--- config.mk ---
export PLATFORM = sky130hd
export DESIGN_NAME = wildcard_glob_matcher_core
export DESIGN_NICKNAME = d
export VERILOG_FILES = /design/src/hw/rtl/wgm_pkg.sv /design/src/hw/rtl/wildcard_glob_matcher_core.sv /design/src/hw/rtl/wgm_cell.sv
export SDC_FILE = /design/constraint.sdc
export NUM_CORES = 2
export LEC_CHECK = 0
export ABC_AREA = 1
export BUFFER_PORTS_ARGS = -buffer_cell sky130_fd_sc_hd__buf_2
export CORE_UTILIZATION = 35
export CTS_BUF_LIST = sky130_fd_sc_hd__clkbuf_8
export DETAILED_ROUTE_END_ITERATION = 12
export PLACE_DENSITY = 0.45
export SYNTH_ARGS = -nofsm -noshare
export SYNTH_HDL_FRONTEND = slang
export SYNTH_SLANG_ARGS = --single-unit
--- constraint.sdc ---
create_clock -name clock -period 15 [get_ports clock]
set_clock_uncertainty 0.2 [all_clocks]
set_input_delay 3 -clock clock [delete_from_list [all_inputs] [get_ports clock]]
set_output_delay 3 -clock clock [all_outputs]
set_load 0.05 [all_outputs]
--- src/hw/rtl/wgm_pkg.sv ---
package wgm_pkg;

   localparam logic [7:0] STAR_CHAR  = 8'h2A;
   localparam logic [7:0] QMARK_CHAR = 8'h3F;
   localparam logic [7:0] LOWER_A    = 8'h61;
   localparam logic [7:0] LOWER_Z    = 8'h7A;
   localparam logic [7:0] CASE_BIT   = 8'h20;

   localparam logic REQ_PATTERN = 1'b0;
   localparam logic REQ_SUBJECT = 1'b1;

   typedef struct packed {
      logic       req_type;
      logic [7:0] char_value;
      logic       is_end;
      logic       ignore_case;
   } wgm_req_type;

   typedef struct packed {
      logic matched;
      logic pattern_overflow;
   } wgm_rsp_type;

   typedef struct packed {
      logic       store;
      logic       rearm;
      logic       step;
      logic       fold;
      logic [7:0] data_char;
   } wgm_ctl_type;

endpackage

--- src/hw/rtl/wildcard_glob_matcher_core.sv ---
// Glob matcher for '*' (any run, also empty) and '?' (any one byte). Send the pattern as
// pattern items closed by a pattern end item, which also latches the case-folding choice,
// then send each subject as subject bytes closed by a subject end item; only the subject
// end gives a result transfer, carrying matched and pattern_overflow. No input item holds
// the core busy: the pattern lives in a chain of MAX_PATTERN cells, one per position, each
// holding its byte and its active bit, and the closure over stars ripples along the chain
// within the same cycle as the step. The input stalls only while a result
// waits in the output register and rsp_stall is high. Patterns longer than MAX_PATTERN
// bytes set pattern_overflow and every match is reported false.
module wildcard_glob_matcher_core #(
   parameter int MAX_PATTERN = 64
) (
   input  logic                 clock,
   input  logic                 reset,
   input  logic                 req_valid,
   output logic                 req_stall,
   input  wgm_pkg::wgm_req_type req_data,
   output logic                 rsp_valid,
   input  logic                 rsp_stall,
   output wgm_pkg::wgm_rsp_type rsp_data
);

   localparam int LEN_W = $clog2(MAX_PATTERN + 1);
   localparam logic [LEN_W-1:0] MAX_LEN = LEN_W'(MAX_PATTERN);

   logic [LEN_W-1:0]     length_ff, length_in;
   logic                 closed_ff, closed_in;
   logic                 fold_ff, fold_in;
   logic                 ovf_ff, ovf_in;
   logic                 tail_raw_ff, tail_raw_in;
   logic                 rsp_valid_ff, rsp_valid_in;
   wgm_pkg::wgm_rsp_type rsp_data_ff, rsp_data_in;

   logic                 accept;
   logic                 pat_item;
   logic                 subj_char;
   logic                 subj_end;
   logic [LEN_W-1:0]     base_len;
   logic                 base_ovf;
   logic                 full;
   logic                 tail_closed;
   logic                 tail_hit;
   wgm_pkg::wgm_ctl_type ctl;

   logic [MAX_PATTERN:0]   closed_chain;
   logic [MAX_PATTERN:0]   hand_chain;
   logic [MAX_PATTERN-1:0] end_hits;

   assign req_stall = rsp_valid_ff & rsp_stall;
   assign accept    = req_valid & ~req_stall;
   assign pat_item  = accept & (req_data.req_type == wgm_pkg::REQ_PATTERN);
   assign subj_char = accept & (req_data.req_type == wgm_pkg::REQ_SUBJECT) & ~req_data.is_end;
   assign subj_end  = accept & (req_data.req_type == wgm_pkg::REQ_SUBJECT) & req_data.is_end;

   assign base_len = closed_ff ? '0 : length_ff;
   assign base_ovf = closed_ff ? 1'b0 : ovf_ff;
   assign full     = base_len == MAX_LEN;

   always_comb begin
      ctl.store     = pat_item & ~req_data.is_end & ~full;
      ctl.rearm     = pat_item | subj_end;
      ctl.step      = subj_char;
      ctl.fold      = fold_ff;
      ctl.data_char = req_data.char_value;
   end

   assign closed_chain[0] = 1'b0;
   assign hand_chain[0]   = 1'b0;

   for (genvar i = 0; i < MAX_PATTERN; i++) begin : g_cell
      wgm_cell #(
         .INDEX (i),
         .LEN_W (LEN_W)
      ) u_cell (
         .clock       (clock),
         .reset       (reset),
         .ctl         (ctl),
         .store_index (base_len),
         .length      (length_ff),
         .closed_in   (closed_chain[i]),
         .hand_in     (hand_chain[i]),
         .closed_out  (closed_chain[i+1]),
         .hand_out    (hand_chain[i+1]),
         .end_hit     (end_hits[i])
      );
   end

   assign tail_closed = tail_raw_ff | closed_chain[MAX_PATTERN];
   assign tail_hit    = tail_closed & (length_ff == MAX_LEN);

   always_comb begin
      length_in    = length_ff;
      closed_in    = closed_ff;
      fold_in      = fold_ff;
      ovf_in       = ovf_ff;
      tail_raw_in  = tail_raw_ff;
      rsp_valid_in = rsp_valid_ff & rsp_stall;
      rsp_data_in  = rsp_data_ff;
      if (pat_item) begin
         closed_in = req_data.is_end;
         if (req_data.is_end) begin
            fold_in   = req_data.ignore_case;
            length_in = base_len;
            ovf_in    = base_ovf;
         end else if (full) begin
            length_in = base_len;
            ovf_in    = 1'b1;
         end else begin
            length_in = base_len + LEN_W'(1);
            ovf_in    = base_ovf;
         end
      end
      if (ctl.rearm) begin
         tail_raw_in = 1'b0;
      end else if (subj_char) begin
         tail_raw_in = hand_chain[MAX_PATTERN];
      end
      if (subj_end) begin
         rsp_valid_in                 = 1'b1;
         rsp_data_in.matched          = ((|end_hits) | tail_hit) & ~ovf_ff;
         rsp_data_in.pattern_overflow = ovf_ff;
      end
   end

   always_ff @(posedge clock) begin
      if (reset) begin
         length_ff    <= '0;
         closed_ff    <= 1'b1;
         fold_ff      <= 1'b0;
         ovf_ff       <= 1'b0;
         tail_raw_ff  <= 1'b0;
         rsp_valid_ff <= 1'b0;
      end else begin
         length_ff    <= length_in;
         closed_ff    <= closed_in;
         fold_ff      <= fold_in;
         ovf_ff       <= ovf_in;
         tail_raw_ff  <= tail_raw_in;
         rsp_valid_ff <= rsp_valid_in;
      end
   end

   always_ff @(posedge clock) begin
      rsp_data_ff <= rsp_data_in;
   end

   assign rsp_valid = rsp_valid_ff;
   assign rsp_data  = rsp_data_ff;

   a_ovf_no_match: assert property (@(posedge clock) disable iff (reset)
      rsp_valid_ff && rsp_data_ff.pattern_overflow |-> !rsp_data_ff.matched)
      else $error("A result with pattern overflow reports a match.");

   a_length_bound: assert property (@(posedge clock) disable iff (reset)
      length_ff <= MAX_LEN)
      else $error("Pattern length exceeds the store.");

   a_rearm_tail: assert property (@(posedge clock) disable iff (reset)
      ctl.rearm |=> !tail_raw_ff)
      else $error("Final position stays active after the set is re-armed.");

   a_stall_only_full: assert property (@(posedge clock) disable iff (reset)
      req_stall |-> rsp_valid_ff)
      else $error("Input stalls while no result is waiting.");

endmodule

--- src/hw/rtl/wgm_cell.sv ---
module wgm_cell #(
   parameter int INDEX = 0,
   parameter int LEN_W = 7
) (
   input  logic                clock,
   input  logic                reset,
   input  wgm_pkg::wgm_ctl_type ctl,
   input  logic [LEN_W-1:0]    store_index,
   input  logic [LEN_W-1:0]    length,
   input  logic                closed_in,
   input  logic                hand_in,
   output logic                closed_out,
   output logic                hand_out,
   output logic                end_hit
);

   localparam logic [LEN_W-1:0] POS = LEN_W'(INDEX);

   logic [7:0] char_ff;
   logic       raw_ff;
   logic       raw_in;
   logic       valid;
   logic       is_star;
   logic       closed;
   logic       match;
   logic [7:0] fold_p;
   logic [7:0] fold_c;

   function automatic logic [7:0] fold_upper(input logic [7:0] c);
      if (c >= wgm_pkg::LOWER_A && c <= wgm_pkg::LOWER_Z) begin
         return c - wgm_pkg::CASE_BIT;
      end
      return c;
   endfunction

   assign valid   = POS < length;
   assign is_star = char_ff == wgm_pkg::STAR_CHAR;
   assign closed  = raw_ff | closed_in;
   assign fold_p  = fold_upper(char_ff);
   assign fold_c  = fold_upper(ctl.data_char);
   assign match   = (char_ff == wgm_pkg::QMARK_CHAR) || (char_ff == ctl.data_char) ||
                    (ctl.fold && (fold_p == fold_c));

   assign closed_out = closed & valid & is_star;
   assign hand_out   = closed & valid & ~is_star & match;
   assign end_hit    = closed & (length == POS);

   always_comb begin
      raw_in = raw_ff;
      if (ctl.rearm) begin
         raw_in = (INDEX == 0);
      end else if (ctl.step) begin
         raw_in = (closed & valid & is_star) | hand_in;
      end
   end

   always_ff @(posedge clock) begin
      if (reset) begin
         raw_ff <= (INDEX == 0);
      end else begin
         raw_ff <= raw_in;
      end
   end

   always_ff @(posedge clock) begin
      if (ctl.store && store_index == POS) begin
         char_ff <= ctl.data_char;
      end
   end

endmodule
== After elaboration in Yosys (flattened, before gate mapping) ==
Cells that the tools add are included.
Widths: inputs -> output; s select.
Word-level totals
  flip-flop bits (word level): 590
  bits in latches: 0
  RAM bits: 0
  ROM bits: 0
  output and inout bits: 4
  memories kept: 0
Operators by class
  add/sub/neg operators: 66
  multiply operators: 0
  divide/modulo/power cells: 0
  $lt $le $gt $ge: 194
  equality and inequality tests: 384
  shift operators: 0
  muxes and demuxes: 202
  bitwise operators: 528
  reduce and logical (&&, ||, !) cells: 326
Operator list (number)
  $mux 8: 130
  $eq 8x6->1 const B: 128
  $eq 8x8->1: 128
  $ge 8x7->1 const B: 65
  $le 8x7->1 const B: 65
  $sub 8x6->8 const B: 65
  $eq 7x6->1 const B: 64
  $and 1x1->1: 330
  $eq 7x5->1 const B: 32
  $lt 6x7->1 const A: 32
  $logic_and 1x1->1: 193
  $or 1x1->1: 129
  $logic_or 1x1->1: 128
  $eq 7x4->1 const B: 16
  $lt 5x7->1 const A: 16
  $mux 1: 69
  $not 1->1: 69
  $reduce_or 64->1: 1
  $eq 7x3->1 const B: 8
  $lt 4x7->1 const A: 8
  $eq 7x2->1 const B: 4
  $lt 3x7->1 const A: 4
  $mux 7: 3
  $eq 7x1->1 const B: 2
  other kinds (7): 11

== Longest topological paths before layout ==
  word-level depth: 196
  mapped depth: 135
  gate-level depth less buffers: 134

== Worst setup path before layout ==
OpenSTA, ideal clock, no wires.
  kind: register -> register
  from: reg g_cell[0].u_cell.char_ff[0]
  to: reg rsp_data_ff, in the netlist rsp_data[1], data pin
  setup time: 146 ps
  data arrival time: 11095 ps
  data required time: 14654 ps
  path slack: 3559 ps
  stages on the path, launching flop included: 134
  period minus slack after synthesis: 11441 ps
  cells stage by stage: edfxtp_1 nor2_1 nand2_2 nor2_2 nand3_2 nand2_2 nand3_2 nand2_2 nand3_2 nand2_2 nand3_2 nand2_2 nand3_2 nand2_2 nand3_2 nand2_2 nand3_2 nand2_2 (+98 left out) nand3_2 nand2_2 nand3_2 nand2_2 nand3_2 nand2_2 nand3_2 nand2_2 nand3_2 nand2_2 nand3_2 nand2_2 nand3_2 nand2_2 nand3_2 nand2_1 nand2_1 a21oi_1
On the way
  cells in the longest elaborated chain, start to end: 195
  elaborated cells on any way between the ends: 259
  classes of those cells: 1 x eq/ne; 257 x bitwise; 1 x reduce/logical
RTL lines
  from (decl): line wgm_cell.sv:19  | logic [7:0] char_ff;
  from (signal assigned): line wgm_cell.sv:67  | char_ff <= ctl.data_char;
  $eq 8x6->1 *: line wgm_cell.sv:37  | assign is_star = char_ff == wgm_pkg::STAR_CHAR;
  $and 1x1->1 *: line wgm_cell.sv:44  | assign closed_out = closed & valid & is_star;
  $or 1x1->1 *: line wgm_cell.sv:38  | assign closed = raw_ff | closed_in;
  $and 1x1->1 (2 in series): line wgm_cell.sv:44
  $or 1x1->1: line wgm_cell.sv:38
  $and 1x1->1 (2 in series): line wgm_cell.sv:44
  $or 1x1->1: line wgm_cell.sv:38
  $and 1x1->1 (2 in series): line wgm_cell.sv:44
  (+174 left out)
  $or 1x1->1: line wgm_cell.sv:38
  $and 1x1->1 (2 in series): line wgm_cell.sv:44
  $or 1x1->1: line wgm_cell.sv:38
  $and 1x1->1 (2 in series): line wgm_cell.sv:44
  $or 1x1->1: line wildcard_glob_matcher_core.sv:88  | assign tail_closed = tail_raw_ff | closed_chain[MAX_PATTERN];
  $and 1x1->1: line wildcard_glob_matcher_core.sv:89  | assign tail_hit = tail_closed & (length_ff == MAX_LEN);
  $or 1x1->1 *: line wildcard_glob_matcher_core.sv:120  | rsp_data_in.matched = ((|end_hits) | tail_hit) & ~ovf_ff;
  $and 1x1->1 *: line wildcard_glob_matcher_core.sv:120
  to (signal assigned): line wildcard_glob_matcher_core.sv:144  | rsp_data_ff <= rsp_data_in;
  to (decl): line wildcard_glob_matcher_core.sv:32  | wgm_pkg::wgm_rsp_type rsp_data_ff, rsp_data_in;
Mark *: on every way between the ends. The rest lies on a longest branch, timed or not.
A chain may end at the register's enable or synchronous reset.

== Final worst setup path ==
  from: reg g_cell[0].u_cell.char_ff[7]
  to: reg rsp_data_ff, in the netlist rsp_data[1], data pin
Same word-level chain as after synthesis.

==> results list <==
- The flow ran to the end, and the final reports show no timing, DRC or antenna violations.
- Vias: about 30000
* CTS Root Buffer Type: sky130_fd_sc_hd__clkbuf_8
- Type of element launching the critical path: register
* Number of top-level pins: 19
- Power spread over the standard cell area amounts to slightly below 90 nW/µm².
- Number of placement rows: between 100 and 150
- The number of placed instances, taps included, is approximately 5500.
- Worst VDD drop: between 0.06 and 0.07 mV
- For the pin with the worst max-slew slack, the measured transition is roughly 1300 ps.
- TritonCTS clock tree: built
- In the layout the commonest cells are sky130_fd_sc_hd__edfxtp_1 (514), sky130_fd_sc_hd__nor2_1 (427), sky130_fd_sc_hd__inv_1 (410).
* IO Port Bufs: 18
* CTS max path bufs: 3
- Clk pin slew, worst setup/hold paths: approximately 60 ps
* Worst-Skew Late Latency: a little under 800 ps
- Global routing finished with a remaining overflow of 0.
- The count of final max-slew check failures is 0.
- Among all stages on the critical path, the largest delay is contributed by sky130_fd_sc_hd__edfxtp_1.
- Mapped Nets: roughly 4200
- Via count of the first global-routing pass: approximately 30000
* Commonest non-fill, non-tap cell in the layout: sky130_fd_sc_hd__edfxtp_1
- The synthesized netlist occupies a cell area of 37700 µm².
- Number of synthesized flops with an enable pin: 514
- Setup violations remaining at the end of the flow were counted as 0.
- TritonCTS created between 100 and 150 clock buffers.
* Total half-perimeter wirelength after legalization and detailed placement: around 86 mm
- Static power due to leakage: 15.0 nW
- Measured along the x axis, the die boundary spans between 300 and 400 µm.
* Top cells by area, synth: sky130_fd_sc_hd__edfxtp_1 (41%), sky130_fd_sc_hd__xnor2_1 (8.2%), sky130_fd_sc_hd__xor2_1 (5.5%), sky130_fd_sc_hd__nor2_1 (4.3%), sky130_fd_sc_hd__nand2_1 (4.1%)
- Before CTS, the worst setup slack after placement is 1140 ps.
* Initial antenna violation count: 3
- For this configuration, the core starts out at a cell density of a little over a third.
* Number of iterations in the first detailed-routing pass: 6
- Of the available clock period, the critical path in the final layout requires a little over 90%.
- Vertical die dimension: 330 µm
- From synthesis to final layout, the design area changed by 12.6%.
- Worst setup EP type: register
- After layout, the design draws a total of between 3 and 4 mW.
- Worst hold-check path type: register to register
- Once layout is complete, the cells apart from fillers number around 5700.
- The final layout contains routed wiring with a total length of 125 mm.
- Setup repair after global routing could not meet its margin everywhere.
- Yosys top cell by area: sky130_fd_sc_hd__edfxtp_1
* Pin count of the biggest net entering global routing: 75
* Wire length of the first global-routing pass: between 150 and 200 mm
* Worst hold-check slack: 305 ps
- Cells with a size suffix above 1 make up between 10% and 20% of the layout.
- Post-route DRC: 0
- In this run, synthesis produced a sequential element count of about 600.
- Class of the most critical setup path: register to register
- Along the worst path, the maximum fanout reaches 3.
- Avg WL per Cell: 21.7 µm
- For flop-to-flop paths, the worst setup slack is around 1100 ps.
- Clock tree synthesis found a total of 590 sinks.
* Total core area: 107000 µm²
- Summed over all failing endpoints, the final setup total negative slack is 0 ps.
* Required time at the endpoint of the critical path: ~15000 ps
- Reported max-cap violation count: 0
- Yosys printed 0 warnings.
* Arr. time, crit path: ~14000 ps
- For this run, the leading register cell type out of synthesis is sky130_fd_sc_hd__edfxtp_1.
- Worst slew slack as a fraction of its limit: about an eighth
- Using the TritonRoute via totals, the vias-per-cell ratio works out to approximately 5.4.
- Counting I/O delays and the setup requirement, the final critical path takes approximately 14000 ps.
- Synthesis instantiated 60 different standard cells from the library.
* Most Frequent Cell on Critical Path: sky130_fd_sc_hd__nand3_2
* Minimum setup slack in the final design: about 1100 ps
* Final RePlAce weighted congestion: ~0.98
* Ys async rst share: 0%
* Part of the Yosys area used for sequential elements: between 40% and 50%
- H-tree lvl count: 3
- The first routing iteration left between 2000 and 2500 violations.
- Total global-route track usage: about 23%
- Mean cell area of the mapped netlist: 9.21 µm²
* Layout Nets: ~4300
- Top-area cell type share of the netlist area: between 40% and 50%
* Maximum cell stage delay along the critical path: 400 ps
- In this run the remaining antenna-violating nets after routing total 0.
- In the synthesized netlist, the number of instances is around 4000.
* Total die area: between 100000 and 150000 µm²
- Derived from the worst setup path, the maximum achievable clock frequency is 71.9 MHz.
- The number of failing hold endpoints at the final stage was 0.
## per-stage QoR
step / area, µm² / util [%]
floorplan: 37700 / -
global placement: 40000 / 37.4
detailed placement: 40000 / 37.4
CTS: 42200 / 39.5
global route: 42400 / 39.7
finish: 42400 / 39.7
## flip-flops by register name, summed over array words and instances (netlist names)
| register | flops |
|---|---|
| closed_ff | 1 |
| fold_ff | 1 |
| g_cell.u_cell.char_ff | 512 |
| g_cell.u_cell.raw_ff | 64 |
| length_ff | 7 |
| ovf_ff | 1 |
| rsp_data | 2 |
| rsp_valid | 1 |
| tail_raw_ff | 1 |
## critical path, delay by kind of cell (launching register included)
family           cells  cell delay [ps]
flip-flops           1              400
AND/OR/NAND/NOR    132            12950
AO/OA/AOI/OAI        1              120
## cells by family (layout without fill, tap and decap cells)
family	after synthesis	after routing	synth area share [%]
buffers and inverters	539	771	5.83
XOR/XNOR	592	592	13.8
adder cells (fa/ha/maj)	69	69	2.29
flip-flops	590	590	45.0
AO/OA/AOI/OAI	657	657	11.4
other	0	2	0
AND/OR/NAND/NOR	1647	1647	21.7
## repair_timing
action / 4_1_cts / 5_1_grt
gates resized for setup: 0 / 9
endpoints found under the setup margin: 0 / 4
buffers inserted: 0 / 27
hold endpoints to repair: 0 / 0
hold buffers: 0 / 0
## report_power, final
group	switching (mW)	internal [mW]
combinational	0.198	0.0900
sequential	0.00506	1.79
clock	0.746	0.845
total	0.949	2.73
## final timing paths
check / startpoint / end / depth (start not counted)
worst max register to register: g_cell[0].u_cell.char_ff[7]$_DFFE_PP_ / rsp_data[1]$_DFFE_PP_ / 133
worst min register to register: g_cell[3].u_cell.raw_ff$_SDFFE_PP0P_ / g_cell[3].u_cell.raw_ff$_SDFFE_PP0P_ / 2
worst min-delay path: g_cell[3].u_cell.raw_ff$_SDFFE_PP0P_ / g_cell[3].u_cell.raw_ff$_SDFFE_PP0P_ / 2
worst max-delay path: g_cell[0].u_cell.char_ff[7]$_DFFE_PP_ / rsp_data[1]$_DFFE_PP_ / 133
## cell usage after synthesis, types with 3 or more instances
| master | number |
|---|---|
| sky130_fd_sc_hd__nor2_4 | 3 |
| sky130_fd_sc_hd__or4_1 | 10 |
| sky130_fd_sc_hd__inv_2 | 15 |
| sky130_fd_sc_hd__o21ai_0 | 149 |
| sky130_fd_sc_hd__buf_1 | 28 |
| sky130_fd_sc_hd__a211oi_1 | 9 |
| sky130_fd_sc_hd__a31oi_1 | 79 |
| sky130_fd_sc_hd__o211ai_1 | 12 |
| sky130_fd_sc_hd__a21oi_1 | 183 |
| sky130_fd_sc_hd__nor2_2 | 6 |
| sky130_fd_sc_hd__nand2_2 | 67 |
| sky130_fd_sc_hd__o2111ai_1 | 27 |
| sky130_fd_sc_hd__o221ai_1 | 11 |
| sky130_fd_sc_hd__ha_1 | 69 |
| sky130_fd_sc_hd__nor4_1 | 100 |
| sky130_fd_sc_hd__clkinv_1 | 4 |
| sky130_fd_sc_hd__edfxtp_1 | 514 |
| sky130_fd_sc_hd__nand3_1 | 211 |
| sky130_fd_sc_hd__o21a_1 | 31 |
| sky130_fd_sc_hd__bufinv_8 | 7 |
| sky130_fd_sc_hd__nor4_4 | 9 |
| sky130_fd_sc_hd__nand2_1 | 410 |
| sky130_fd_sc_hd__dfxtp_1 | 76 |
| sky130_fd_sc_hd__nand4_1 | 155 |
| sky130_fd_sc_hd__xnor2_1 | 354 |
| sky130_fd_sc_hd__a2111o_1 | 41 |
| sky130_fd_sc_hd__o31ai_1 | 26 |
| sky130_fd_sc_hd__a41oi_1 | 60 |
| sky130_fd_sc_hd__nand3_2 | 64 |
| sky130_fd_sc_hd__buf_6 | 3 |
| sky130_fd_sc_hd__inv_1 | 380 |
| sky130_fd_sc_hd__clkbuf_1 | 92 |
| sky130_fd_sc_hd__nor2_1 | 430 |
| sky130_fd_sc_hd__nor3_1 | 172 |
| sky130_fd_sc_hd__a2111oi_0 | 15 |
| sky130_fd_sc_hd__xor2_1 | 238 |
## layout make-up
cell class | instances | area, µm²
Fill cell | 10700 | 64500
Multi-Input combinational cell | 2965 | 18600
Sequential cell | 590 | 17000
Tap cell | 1403 | 1760
Inverter | 410 | 1670
Clock buffer | 114 | 1570
Timing Repair Buffer | 155 | 1240
Clock inverter | 92 | 622
Antenna cell | 2 | 5.00
## metal layers
metal	global-route usage (%)	share of wire, %
met4	7.29	3.0
met1	31.8	47
met5	0	0.0072
met2	36.1	45
met3	3.06	5.0
Power figures use the tool's default switching activity.
